`config.mk`:
```
export PLATFORM = sky130hd
export DESIGN_NAME = reversible_circular_deque_unit
export DESIGN_NICKNAME = d
export VERILOG_FILES = /design/src/rtl/core/rcd_pkg.sv /design/src/rtl/core/rcd_ram.sv /design/src/rtl/core/rcd_ctrl.sv /design/src/rtl/core/rcd_dpath.sv /design/src/rtl/core/reversible_circular_deque_unit.sv
export SDC_FILE = /design/constraint.sdc
export NUM_CORES = 2
export LEC_CHECK = 0
export BUFFER_PORTS_ARGS = -buffer_cell sky130_fd_sc_hd__buf_2
export CAP_MARGIN = 25
export CORE_MARGIN = 2
export CORE_UTILIZATION = 65
export CTS_CLUSTER_DIAMETER = 120
export DETAILED_ROUTE_END_ITERATION = 16
export GPL_TIMING_DRIVEN = 0
export PLACE_DENSITY_LB_ADDON = 0.12
export SYNTH_ARGS = -nofsm -noshare
export SYNTH_HDL_FRONTEND = slang
export SYNTH_HIERARCHICAL = 1
export SYNTH_SLANG_ARGS = --single-unit
```
`constraint.sdc`:
```
create_clock -name i_clk -period 12.7 [get_ports i_clk]
set_input_delay 1.27 -clock i_clk [delete_from_list [all_inputs] [get_ports i_clk]]
set_output_delay 1.27 -clock i_clk [all_outputs]
set_load 0.005 [all_outputs]
```
`src/rtl/core/rcd_pkg.sv`:
```
// ----------------------------------------------------------------------------
// rcd_pkg
// Shared types and constants of the reversible circular deque: opcodes,
// status codes, controller states and the controller/datapath bundles.
// ----------------------------------------------------------------------------
package rcd_pkg;

    // default sizing
    localparam int DEPTH_DEF      = 64;
    localparam int DATA_WIDTH_DEF = 32;

    // stream word widths
    localparam int IN_TDATA_W  = 48;
    localparam int OUT_TDATA_W = 56;

    // input field placement
    localparam int IN_OP_LSB    = 0;
    localparam int IN_OP_W      = 4;
    localparam int IN_VALUE_LSB = 4;
    localparam int IN_VALUE_W   = 32;
    localparam int IN_INDEX_LSB = 36;
    localparam int IN_INDEX_W   = 6;

    // output field widths
    localparam int OUT_RD_W    = 32;
    localparam int OUT_POS_W   = 6;
    localparam int OUT_STS_W   = 3;
    localparam int OUT_CNT_W   = 7;
    localparam int OUT_PAD_W   = OUT_TDATA_W - OUT_RD_W - OUT_POS_W - OUT_STS_W - OUT_CNT_W - 1;

    typedef enum logic [3:0] {
        OP_ADD_END   = 4'd0,
        OP_ADD_FRONT = 4'd1,
        OP_DEL_END   = 4'd2,
        OP_DEL_FRONT = 4'd3,
        OP_READ      = 4'd4,
        OP_WRITE     = 4'd5,
        OP_TOGGLE    = 4'd6,
        OP_CLEAR     = 4'd7,
        OP_FIND      = 4'd8
    } t_opcode;

    typedef enum logic [2:0] {
        STS_OK       = 3'd0,
        STS_FULL     = 3'd1,
        STS_EMPTY    = 3'd2,
        STS_BADIDX   = 3'd3,
        STS_NOTFOUND = 3'd4
    } t_status;

    typedef enum logic [2:0] {
        S_IDLE,
        S_EXEC,
        S_READ,
        S_FIND_ADDR,
        S_FIND_CMP,
        S_RESULT
    } t_state;

    // controller to datapath
    typedef struct packed {
        logic latch_in;
        logic exec;
        logic read_cap;
        logic find_cmp;
        logic load_out;
        logic from_exec;
    } t_dp_cmd;

    // datapath to controller
    typedef struct packed {
        logic op_read_ok;
        logic op_find_go;
        logic find_hit;
        logic find_last;
        logic out_free;
    } t_dp_sts;

endpackage

```
`src/rtl/core/rcd_ram.sv`:
```
// ----------------------------------------------------------------------------
// rcd_ram
// Generic single-write, single-read RAM with registered read data.
// ----------------------------------------------------------------------------
module rcd_ram #(
    parameter int WIDTH = 32,
    parameter int DEPTH = 64
) (
    input  logic                     i_clk,
    input  logic                     i_we,
    input  logic [$clog2(DEPTH)-1:0] i_waddr,
    input  logic [WIDTH-1:0]         i_wdata,
    input  logic [$clog2(DEPTH)-1:0] i_raddr,
    output logic [WIDTH-1:0]         o_rdata
);

    logic [WIDTH-1:0] r_mem [DEPTH];
    logic [WIDTH-1:0] r_rdata;

    // write port and registered read port
    always_ff @(posedge i_clk) begin
        if (i_we) begin
            r_mem[i_waddr] <= i_wdata;
        end
        r_rdata <= r_mem[i_raddr];
    end

    assign o_rdata = r_rdata;

endmodule

```
`src/rtl/core/rcd_ctrl.sv`:
```
// ----------------------------------------------------------------------------
// rcd_ctrl
// Sequencer of the deque: takes one word, runs it through execute, read or
// search steps and hands the result to the output register.
// ----------------------------------------------------------------------------
module rcd_ctrl
    import rcd_pkg::*;
(
    input  logic    i_clk,
    input  logic    i_rst_n,
    input  logic    s_axis_tvalid,
    output logic    s_axis_tready,
    input  t_dp_sts i_sts,
    output t_dp_cmd o_cmd
);

    t_state r_state;
    t_state n_state;

    // state register
    always_ff @(posedge i_clk) begin
        if (!i_rst_n) begin
            r_state <= S_IDLE;
        end else begin
            r_state <= n_state;
        end
    end

    // next state
    always_comb begin
        n_state = r_state;
        case (r_state)
            S_IDLE: begin
                if (s_axis_tvalid) begin
                    n_state = S_EXEC;
                end
            end
            S_EXEC: begin
                if (i_sts.op_read_ok) begin
                    n_state = S_READ;
                end else if (i_sts.op_find_go) begin
                    n_state = S_FIND_ADDR;
                end else if (i_sts.out_free) begin
                    n_state = S_IDLE;
                end else begin
                    n_state = S_RESULT;
                end
            end
            S_READ: begin
                n_state = S_RESULT;
            end
            S_FIND_ADDR: begin
                n_state = S_FIND_CMP;
            end
            S_FIND_CMP: begin
                if (i_sts.find_hit || i_sts.find_last) begin
                    n_state = S_RESULT;
                end else begin
                    n_state = S_FIND_ADDR;
                end
            end
            S_RESULT: begin
                if (i_sts.out_free) begin
                    n_state = S_IDLE;
                end
            end
            default: begin
                n_state = S_IDLE;
            end
        endcase
    end

    // command outputs
    always_comb begin
        o_cmd         = '0;
        s_axis_tready = 1'b0;
        case (r_state)
            S_IDLE: begin
                s_axis_tready  = 1'b1;
                o_cmd.latch_in = s_axis_tvalid;
            end
            S_EXEC: begin
                o_cmd.exec = 1'b1;
                if (!i_sts.op_read_ok && !i_sts.op_find_go && i_sts.out_free) begin
                    o_cmd.load_out  = 1'b1;
                    o_cmd.from_exec = 1'b1;
                end
            end
            S_READ: begin
                o_cmd.read_cap = 1'b1;
            end
            S_FIND_ADDR: begin
                o_cmd = '0;
            end
            S_FIND_CMP: begin
                o_cmd.find_cmp = 1'b1;
            end
            S_RESULT: begin
                o_cmd.load_out = i_sts.out_free;
            end
            default: begin
                o_cmd = '0;
            end
        endcase
    end

endmodule

```
`src/rtl/core/rcd_dpath.sv`:
```
// ----------------------------------------------------------------------------
// rcd_dpath
// Datapath of the deque: ring pointers, fill count, view flag, slot RAM,
// search iterator, held result and the output register.
// ----------------------------------------------------------------------------
module rcd_dpath
    import rcd_pkg::*;
#(
    parameter int DEPTH      = DEPTH_DEF,
    parameter int DATA_WIDTH = DATA_WIDTH_DEF
) (
    input  logic                   i_clk,
    input  logic                   i_rst_n,
    input  logic [IN_TDATA_W-1:0]  s_axis_tdata,
    input  logic                   m_axis_tready,
    output logic                   m_axis_tvalid,
    output logic [OUT_TDATA_W-1:0] m_axis_tdata,
    input  t_dp_cmd                i_cmd,
    output t_dp_sts                o_sts
);

    localparam int PW = $clog2(DEPTH);
    localparam int CW = $clog2(DEPTH + 1);
    localparam int XW = (CW > OUT_CNT_W) ? CW : OUT_CNT_W;
    localparam logic [PW:0]   DEPTH_X = (PW + 1)'(DEPTH);
    localparam logic [PW-1:0] LAST_P  = PW'(DEPTH - 1);
    localparam logic [CW-1:0] FULL_C  = CW'(DEPTH);

    // latched input word
    t_opcode               r_op;
    logic [DATA_WIDTH-1:0] r_value;
    logic [IN_INDEX_W-1:0] r_index;

    // deque state
    logic [PW-1:0] r_head, n_head;
    logic [PW-1:0] r_tail, n_tail;
    logic [CW-1:0] r_count, n_count;
    logic          r_rev, n_rev;

    // held result and search iterator
    t_status              r_status;
    logic [OUT_RD_W-1:0]  r_rd;
    logic [OUT_POS_W-1:0] r_pos;
    logic [PW-1:0]        r_iter;

    // output register
    logic                   r_out_valid;
    logic [OUT_TDATA_W-1:0] r_out_data;

    // ram ports
    logic                  mem_we;
    logic [PW-1:0]         mem_waddr;
    logic [DATA_WIDTH-1:0] mem_wdata;
    logic [PW-1:0]         mem_raddr;
    logic [DATA_WIDTH-1:0] mem_rdata;

    // misc
    logic [63:0]           vin64;
    logic [63:0]           rd64;
    logic [XW-1:0]         idx_x;
    logic [XW-1:0]         iter_x;
    logic [XW-1:0]         iter_nx;
    logic [XW-1:0]         count_x;
    logic [PW-1:0]         idx_slot;
    logic [PW-1:0]         iter_slot;
    logic [PW-1:0]         head_dec;
    logic [PW-1:0]         tail_inc;
    logic                  idx_ok;
    logic                  is_full;
    logic                  is_empty;
    logic                  push_head;
    logic                  pop_head;
    t_status               exec_status;
    t_status               out_status;
    logic [OUT_RD_W-1:0]   out_rd;
    logic [OUT_POS_W-1:0]  out_pos;
    logic [XW-1:0]         out_cnt_x;

    // logical index to physical slot
    function automatic logic [PW-1:0] slot_of(input logic [PW-1:0] k,
                                              input logic [PW-1:0] head,
                                              input logic [PW-1:0] tail,
                                              input logic          rev);
        logic [PW:0] s;
        if (!rev) begin
            s = {1'b0, head} + {1'b0, k};
            if (s >= DEPTH_X) begin
                s = s - DEPTH_X;
            end
        end else if (tail >= k) begin
            s = {1'b0, tail} - {1'b0, k};
        end else begin
            s = {1'b0, tail} + DEPTH_X - {1'b0, k};
        end
        return s[PW-1:0];
    endfunction

    assign vin64     = {32'd0, s_axis_tdata[IN_VALUE_LSB +: IN_VALUE_W]};
    assign rd64      = 64'(mem_rdata);
    assign idx_x     = XW'(r_index);
    assign iter_x    = XW'(r_iter);
    assign iter_nx   = iter_x + XW'(1);
    assign count_x   = XW'(r_count);
    assign idx_ok    = idx_x < count_x;
    assign is_full   = (r_count == FULL_C);
    assign is_empty  = (r_count == '0);
    assign idx_slot  = slot_of(idx_x[PW-1:0], r_head, r_tail, r_rev);
    assign iter_slot = slot_of(r_iter, r_head, r_tail, r_rev);
    assign head_dec  = (r_head == '0) ? LAST_P : r_head - 1'b1;
    assign tail_inc  = (r_tail == LAST_P) ? '0 : r_tail + 1'b1;
    assign push_head = (r_op == OP_ADD_END) ? r_rev : !r_rev;
    assign pop_head  = (r_op == OP_DEL_END) ? r_rev : !r_rev;

    // read address: indexed access during execute, search slot otherwise
    assign mem_raddr = i_cmd.exec ? idx_slot : iter_slot;

    // execute step: state update, ram write and immediate status
    always_comb begin
        n_head      = r_head;
        n_tail      = r_tail;
        n_count     = r_count;
        n_rev       = r_rev;
        exec_status = STS_OK;
        mem_we      = 1'b0;
        mem_waddr   = idx_slot;
        mem_wdata   = r_value;
        if (i_cmd.exec) begin
            case (r_op)
                OP_ADD_END, OP_ADD_FRONT: begin
                    if (is_full) begin
                        exec_status = STS_FULL;
                    end else begin
                        mem_we  = 1'b1;
                        n_count = r_count + 1'b1;
                        if (is_empty) begin
                            n_head    = '0;
                            n_tail    = '0;
                            mem_waddr = '0;
                        end else if (push_head) begin
                            n_head    = head_dec;
                            mem_waddr = head_dec;
                        end else begin
                            n_tail    = tail_inc;
                            mem_waddr = tail_inc;
                        end
                    end
                end
                OP_DEL_END, OP_DEL_FRONT: begin
                    if (is_empty) begin
                        exec_status = STS_EMPTY;
                    end else begin
                        n_count = r_count - 1'b1;
                        if (pop_head) begin
                            n_head = (r_head == LAST_P) ? '0 : r_head + 1'b1;
                        end else begin
                            n_tail = (r_tail == '0) ? LAST_P : r_tail - 1'b1;
                        end
                    end
                end
                OP_READ: begin
                    if (!idx_ok) begin
                        exec_status = STS_BADIDX;
                    end
                end
                OP_WRITE: begin
                    if (!idx_ok) begin
                        exec_status = STS_BADIDX;
                    end else begin
                        mem_we = 1'b1;
                    end
                end
                OP_TOGGLE: begin
                    n_rev = !r_rev;
                end
                OP_CLEAR: begin
                    n_head  = '0;
                    n_tail  = '0;
                    n_count = '0;
                    n_rev   = 1'b0;
                end
                OP_FIND: begin
                    exec_status = STS_NOTFOUND;
                end
                default: begin
                    exec_status = STS_OK;
                end
            endcase
        end
    end

    // deque state registers
    always_ff @(posedge i_clk) begin
        if (!i_rst_n) begin
            r_head  <= '0;
            r_tail  <= '0;
            r_count <= '0;
            r_rev   <= 1'b0;
        end else begin
            r_head  <= n_head;
            r_tail  <= n_tail;
            r_count <= n_count;
            r_rev   <= n_rev;
        end
    end

    // input latch, held result and search iterator
    always_ff @(posedge i_clk) begin
        if (i_cmd.latch_in) begin
            r_op    <= t_opcode'(s_axis_tdata[IN_OP_LSB +: IN_OP_W]);
            r_value <= vin64[DATA_WIDTH-1:0];
            r_index <= s_axis_tdata[IN_INDEX_LSB +: IN_INDEX_W];
        end
        if (i_cmd.exec) begin
            r_status <= exec_status;
            r_rd     <= '0;
            r_pos    <= '0;
            r_iter   <= '0;
        end
        if (i_cmd.read_cap) begin
            r_rd <= rd64[OUT_RD_W-1:0];
        end
        if (i_cmd.find_cmp) begin
            if (o_sts.find_hit) begin
                r_status <= STS_OK;
                r_pos    <= iter_x[OUT_POS_W-1:0];
            end else if (!o_sts.find_last) begin
                r_iter <= r_iter + 1'b1;
            end
        end
    end

    // result word selection
    assign out_status = i_cmd.from_exec ? exec_status : r_status;
    assign out_rd     = i_cmd.from_exec ? '0 : r_rd;
    assign out_pos    = i_cmd.from_exec ? '0 : r_pos;
    assign out_cnt_x  = XW'(n_count);

    // output register
    always_ff @(posedge i_clk) begin
        if (!i_rst_n) begin
            r_out_valid <= 1'b0;
        end else if (i_cmd.load_out) begin
            r_out_valid <= 1'b1;
        end else if (m_axis_tready) begin
            r_out_valid <= 1'b0;
        end
    end

    always_ff @(posedge i_clk) begin
        if (i_cmd.load_out) begin
            r_out_data <= {{OUT_PAD_W{1'b0}}, n_rev, out_cnt_x[OUT_CNT_W-1:0],
                           out_status, out_pos, out_rd};
        end
    end

    // status toward the controller
    assign o_sts.op_read_ok = (r_op == OP_READ) && idx_ok;
    assign o_sts.op_find_go = (r_op == OP_FIND) && !is_empty;
    assign o_sts.find_hit   = (mem_rdata == r_value);
    assign o_sts.find_last  = (iter_nx == count_x);
    assign o_sts.out_free   = !r_out_valid || m_axis_tready;

    assign m_axis_tvalid = r_out_valid;
    assign m_axis_tdata  = r_out_data;

    rcd_ram #(
        .WIDTH (DATA_WIDTH),
        .DEPTH (DEPTH)
    ) u_ram (
        .i_clk   (i_clk),
        .i_we    (mem_we),
        .i_waddr (mem_waddr),
        .i_wdata (mem_wdata),
        .i_raddr (mem_raddr),
        .o_rdata (mem_rdata)
    );

endmodule

```
`src/rtl/core/reversible_circular_deque_unit.sv`:
```
// ----------------------------------------------------------------------------
// reversible_circular_deque_unit
// Fixed-capacity ring deque with a reverse view, driven by one opcode word
// per operation and answering with one result word per operation.
// ----------------------------------------------------------------------------
// Usage:
//   s_axis carries command words (opcode, value, index); m_axis returns one
//   result word per command (read data, position, status, count, view flag).
//   Commands are taken one at a time. Steps from issue to result register:
//     add, delete, write, toggle, clear, bad index, find on empty: execute
//     read: execute, then one registered ram read, then the result step
//     find: execute, then per entry an address step and a compare step, for
//     k entries compared, at most the fill count, then the result step
//   The result register sits between the two sides, so a new command is
//   taken while an earlier result waits; a command only stalls in its last
//   step when the result register is still full and m_axis_tready is low.
//   Reset (synchronous, active low) empties the deque, clears the reverse
//   view and drops any pending result. Slot contents are not cleared; only
//   slots that were added or written are ever read.
// ----------------------------------------------------------------------------
module reversible_circular_deque_unit
    import rcd_pkg::*;
#(
    parameter int DEPTH      = DEPTH_DEF,
    parameter int DATA_WIDTH = DATA_WIDTH_DEF
) (
    input  logic                   i_clk,
    input  logic                   i_rst_n,
    // command word
    input  logic                   s_axis_tvalid,
    output logic                   s_axis_tready,
    input  logic [IN_TDATA_W-1:0]  s_axis_tdata,   // opcode[3:0], value[35:4], index[41:36]
    // result word
    output logic                   m_axis_tvalid,
    input  logic                   m_axis_tready,
    output logic [OUT_TDATA_W-1:0] m_axis_tdata    // read_data[31:0], position[37:32],
                                                   // status[40:38], element_count[47:41],
                                                   // reversed_now[48]
);

    t_dp_cmd dp_cmd;
    t_dp_sts dp_sts;

    rcd_ctrl u_ctrl (
        .i_clk         (i_clk),
        .i_rst_n       (i_rst_n),
        .s_axis_tvalid (s_axis_tvalid),
        .s_axis_tready (s_axis_tready),
        .i_sts         (dp_sts),
        .o_cmd         (dp_cmd)
    );

    rcd_dpath #(
        .DEPTH      (DEPTH),
        .DATA_WIDTH (DATA_WIDTH)
    ) u_dpath (
        .i_clk         (i_clk),
        .i_rst_n       (i_rst_n),
        .s_axis_tdata  (s_axis_tdata),
        .m_axis_tready (m_axis_tready),
        .m_axis_tvalid (m_axis_tvalid),
        .m_axis_tdata  (m_axis_tdata),
        .i_cmd         (dp_cmd),
        .o_sts         (dp_sts)
    );

    // a result is never loaded over one that is still waiting
    a_no_overwrite: assert property (@(posedge i_clk) disable iff (!i_rst_n)
        dp_cmd.load_out |-> dp_sts.out_free)
        else $error("result register overwritten");

    // a command word is never taken while another is executing
    a_one_at_a_time: assert property (@(posedge i_clk) disable iff (!i_rst_n)
        dp_cmd.latch_in |-> !dp_cmd.exec && !dp_cmd.find_cmp && !dp_cmd.read_cap)
        else $error("command taken during execution");

    // read data is zero unless the status is ok
    a_rd_zero: assert property (@(posedge i_clk) disable iff (!i_rst_n)
        m_axis_tvalid && (m_axis_tdata[40:38] != STS_OK) |-> m_axis_tdata[31:0] == '0)
        else $error("read data on failed operation");

    // a position is reported only with an ok status
    a_pos_zero: assert property (@(posedge i_clk) disable iff (!i_rst_n)
        m_axis_tvalid && (m_axis_tdata[40:38] != STS_OK) |-> m_axis_tdata[37:32] == '0)
        else $error("position on failed operation");

endmodule

```
# After elaboration in Yosys (flattened, before gate mapping)
# Memory sizes are Yosys's and may differ from the RTL's. A register that Yosys moved wholly into a read port is not among the register bits.
# Index checks and enable logic that the tools add are counted.
# totals
ff_bits	162
mem_bits_rw	2048
out_inout_bits	58
in_bits	52
mem_count	1
wordCells	166
# memory_table
name	depth	word_bits	rd	rd_ports_with_merged_regs	wr	line_no	rtl
u_dpath.u_ram.r_mem	64	32	1	1	1	rcd_ram.sv:17	logic [WIDTH-1:0] r_mem [DEPTH];
# op_classes
n_eq_ne	26
n_addsub	17
n_reduce_logical	25
n_mux	77
magnitude_cmp	5
# op_table
operator	n
$mux W6	33
$mux W32	2
$pmux W6 S3	2
$mux W3	11
$eq A32 B32 Y1	1
$add A6 B1 Y6 const B	4
$sub A6 B1 Y6 const B	4
$sub A6 B6 Y6	4
$mux W7	3
$pmux W7 S3	1
$pmux W3 S6	1
$mux W1	17
$eq A4 B3 Y1 const B	4
$add A6 B6 Y7	2
$ge A7 B7 Y1 const B	2
$eq A6 B6 Y1 const B	2
$ge A6 B6 Y1	2
$logic_not A6 Y1	2
$pmux W3 S4	1
$reduce_and A6 Y1	2
$eq A4 B2 Y1 const B	2
$ne A2 B2 Y1 const B	4
$add A6 B1 Y7 const B	1
$add A7 B1 Y7 const B	1
24 further kinds	42

# Longest topological paths before layout
# depth
word_depth	9
mapped_depth	16

# Hierarchy
# The synthesis kept the hierarchy.
# modules_own_cells
module	area_each_um2	cells_per_inst	seq_area_each_um2	instances
rcd_ram	78515.3	3324	62139.6	1
rcd_dpath	8374.3	755	4424.2	1
rcd_ctrl	239.0	33	60.1	1

# Least setup slack after synthesis
# No wires, ideal clock.
# synth_timing
kind	register to register
start	register u_dpath.r_count[0], in the netlist u_dpath/count_x[0]
end	memory u_dpath.u_ram.r_mem[49][0], enable pin
slack_ns	7.408
t_arrival_ns	4.831
setup_time_ns	0.461
n_path_buf	1
stages_incl_launch_ff	10
path_cell_list	dfxtp_1 > inv_1 > ha_1 > or4b_4 > or3b_4 > and3_1 > clkbuf_1 > o21ai_0 > nand4_1 > nor3_1
# synth_rtl
item	line_no	rtl
from (decl)	rcd_dpath.sv:37	logic [CW-1:0] r_count, n_count;
from (signal assigned)	rcd_dpath.sv:201	r_count <= n_count;
$logic_not A7 Y1	rcd_dpath.sv:106	assign is_empty = (r_count == '0);
$mux W6	rcd_dpath.sv:135	if (is_empty) begin
$mux W6 *	rcd_dpath.sv:130	if (is_full) begin
$mux W6 *	rcd_dpath.sv:128	case (r_op)
$mux W6 *	rcd_dpath.sv:127	if (i_cmd.exec) begin
net u_dpath.mem_waddr[0]	rcd_dpath.sv:52	logic [PW-1:0] mem_waddr;
to (decl)	rcd_ram.sv:17	
# The timed path passes the listed nets; every way through them passes the cells marked *.

==> flow_metrics.tcl <==
set metrics [dict create \
    syn_to_final_growth_pct 16.3 \
    end_kind "register" \
    crit_start "u_ctrl/r_state[2]" \
    finalSetupViolations 0 \
    vias_per_cell 7.44 \
    cts_tree "yes" \
    cts_made_buffers 209 \
    pwr_density_cell_nw_per_um2 164 \
    fin_crit_sh 0.532 \
    vias 48800 \
    nets 4701 \
    wl_um 271000 \
    endpoint "u_dpath/u_ram/o_rdata[21]" \
    wire_per_inst_um 41.4 \
    overflow 0 \
    synth_top_family_by_area "multiplexers" \
    final_util 0.760 \
    hold_viol_final 0 \
    clock_path_buffers 3 \
    skew_ps 29.5 \
    final_layout_size_suffix_gt1_frac 0.274 \
    grt_max_degree 38 \
    synthAdderAreaFrac 0.00566 \
    max_cap_violations 0 \
    worst_pin_slew_ps 1220 \
    routabilityCongestion 0.931 \
    cp.arrival_ps 7440 \
    synthTopCellsByCount "edfxtp_1 (2172), mux4_2 (544), nor2_1 (181)" \
    synth_edf_count 2172 \
    synth_xor_area_frac 0.00623 \
    crit_cells 14 \
    switching_share 0.242 \
    antenna_found_initial 7 \
    yosys-mux-area-fraction 0.154 \
    yosysMostFrequentCell "edfxtp_1" \
    ys_seq_elements 2242 \
    drc_errors 0 \
    dpl.hpwl_um 175000 \
    nFillCells 6851 \
    multi_input_area_sq_um 19800 \
    synth_area_sq_um 87100 \
    power_switching_w 0.00402 \
    core_area_sq_um 133000 \
    vdd_ir_drop_max_mv 0.125 \
    cpMostUsedCell "buf_2" \
    slowest_delay_ps 880 \
    path_cells "nor3b_1 -> clkbuf_1 -> buf_1 -> o21ai_0 -> inv_1 -> buf_2 -> buf_2 -> buf_2 -> clkbuf_1 -> buf_2 -> mux2i_1 -> a21oi_1 -> a21oi_1 -> nor2_1" \
    required_ps 13390 \
    r2r_start "u_ctrl/r_state[2]" \
    synthArstFlopShare 0 \
    pwr-share-comb 0.117 \
    reg2reg_depth 14 \
    clkSinkCount 2242 \
    rsz0062_at_grt "no" \
    rows 134 \
    crit_slowest_cell "clkbuf_1" \
    period_needed_ps 6760 \
    postCtsHoldBufs 0 \
    cts_resized 0 \
    r2r_setup_slack_ps 5940 \
    drt_iter0_drc 8921 \
    htree_levels 4 \
    synth.top_cell.area_share 0.749 \
    synth_cell_type_count 83 \
    ant_nets 0 \
    synth-warning-count 6 \
    crit_family "buffers and inverters" \
    first_global_vias 47500 \
    pwr-share-seq 0.504 \
    critical_path_class "register to register" \
    syn_inst 4112 \
    synth-main-ff-cell "edfxtp_1" \
    synth_compound_area_frac 0.0271 \
    crit_path_start_kind "register" \
    cp_max_fo 10 \
    path_buf_inv 8 \
    slew_headroom 0.185 \
    cts-root-buf "clkbuf_16" \
    pwr-share-clk 0.379 \
    slew_violations 0 \
    clk_latency_ps 850 \
    port-buffer-count 96 \
    r2r_end "u_dpath/u_ram/o_rdata[21]" \
    fp.dieArea_sq_um 137000 \
    chipWidth_um 370 \
    grt_pass1_wl_um 371000 \
    drt_pass1_iterations 6 \
    p_int_w 0.0126 \
    num_io_pins 110 \
    postCtsSetupRepairBufs 0 \
    synth_top_area_cell "edfxtp_1" \
    leakage_nw 32.0 \
    yosysSeqAreaShare 0.765 \
    status "completed" \
    synthTopCellsByArea "edfxtp_1 (75%), mux4_2 (14%), dfxtp_1 (1.6%)" \
    grt.total_usage 0.404 \
    start_util 0.654 \
    clk_pin_slew_ps 70 \
    hold_class "register to register" \
    fmax_ghz 0.148 \
    syn_avg_cell_area_sq_um 21.2 \
    synth-simple-area-share 0.0286 \
    layout.area.seq_sq_um 66600 \
    fin_tns_setup_ps 0 \
    chipHeight_um 370 \
]
## placed cells by master, fill, tap and decap left out, drive strengths merged, types with 8 or more instances in the layout
master,count
o221ai,27
or2,8
clkinv,86
mux4,544
a22oi,15
nor2,181
edfxtp,2172
and3,12
a31oi,8
nand2,56
buf,409
ha,33
o22ai,91
xnor2,20
xor2,42
nand2b,16
and2,46
a21o,11
nor2b,61
a211oi,8
bufinv,24
nor4,9
a311oi,10
nand3b,12
o21ai,39
dfxtp,70
nand3,27
clkbuf,367
mux2i,105
a21oi,107
nor3,30
inv,37
## metrics by stage
step                hold slack [ps]  cell area [sq um]  total power, W  worst slack (ps)  std cells
CTS                             483             101000          0.0166              6410       6552
global route                    515             101000          0.0169              5970       6556
finish                          482             101000          0.0166              5940       6556
floorplan                       445              87200         0.00952              7410       4118
detailed placement              470              94500          0.0104              6510       6166
global placement                463              89800          0.0102              2020       5982
## cell type report
type,count,area share
diodes,1,0.0000247
plain buffers,224,0.0109
clock buffers,269,0.0556
clock inverters,117,0.0115
inverters,34,0.00126
multi-input cells,1618,0.195
flip-flops and latches,2242,0.658
well taps,1768,0.0218
repair buffers,283,0.0460
## worst register-to-register path: stages, from the launching register on
cell and delay [ps]:
dfxtp_1 390, nor3b_1 720, clkbuf_1 420, buf_1 520
o21ai_0 230, inv_1 80, buf_2 330, buf_2 410
buf_2 590, clkbuf_1 880, buf_2 560, mux2i_1 580
a21oi_1 160, a21oi_1 630, nor2_1 110
## power by group through the flow
stage	sequential, W	clock (W)	combinational, W
finish	0.00836	0.00630	0.00195
floorplan	0.00848	0	0.00104
CTS	0.00835	0.00633	0.00189
global placement	0.00862	0	0.00160
detailed placement	0.00850	0	0.00185
global route	0.00836	0.00658	0.00198
## cell families (layout without fill, tap and decap cells)
kind of cell | Yosys count | count (layout)
flip-flops | 2242 | 2242
buffers and inverters | 258 | 927
adder cells (fa/ha/maj) | 37 | 37
XOR/XNOR | 62 | 62
multiplexers | 656 | 656
AO/OA/AOI/OAI | 365 | 365
other | 1 | 8
AND/OR/NAND/NOR | 491 | 491
## layer usage
metal  GRT usage  share of wire
met4       0.231          0.070
met1       0.532           0.32
met3       0.155           0.17
met2       0.584           0.44
met5      0.0112         0.0010
## registers in the layout (all words and copies together) (netlist names), named ones only
| name | count |
|---|---|
| u_dpath/r_tail | 6 |
| u_dpath/r_status | 2 |
| u_dpath/r_iter | 6 |
| u_dpath/r_rev | 1 |
| u_dpath/r_head | 6 |
| u_dpath/m_axis_tdata | 49 |
| u_dpath/count_x | 7 |
| u_dpath/u_ram/r_mem | 2048 |
| u_dpath/r_rd | 32 |
| u_ctrl/r_state | 3 |
| u_dpath/u_ram/o_rdata | 32 |
| u_dpath/mem_wdata | 32 |
| u_dpath/r_op | 4 |
| u_dpath/m_axis_tvalid | 1 |
| u_dpath/r_index | 6 |
| u_dpath/r_pos | 6 |
## worst min path at each step
stage                           startpoint                to  slack, ps  depth (start not counted)
after global routing      u_dpath/r_pos[4]  u_dpath/r_pos[4]        520                          2
final                     u_dpath/r_pos[2]  u_dpath/r_pos[2]        480                          2
after detailed placement  u_dpath/r_pos[2]  u_dpath/r_pos[2]        470                          2
after global placement    u_dpath/r_pos[0]  u_dpath/r_pos[0]        460                          2
after CTS                 u_dpath/r_pos[2]  u_dpath/r_pos[2]        480                          2
after floorplan           u_dpath/r_pos[0]  u_dpath/r_pos[0]        450                          2
No activity file was read; power rests on OpenSTA's default activity.
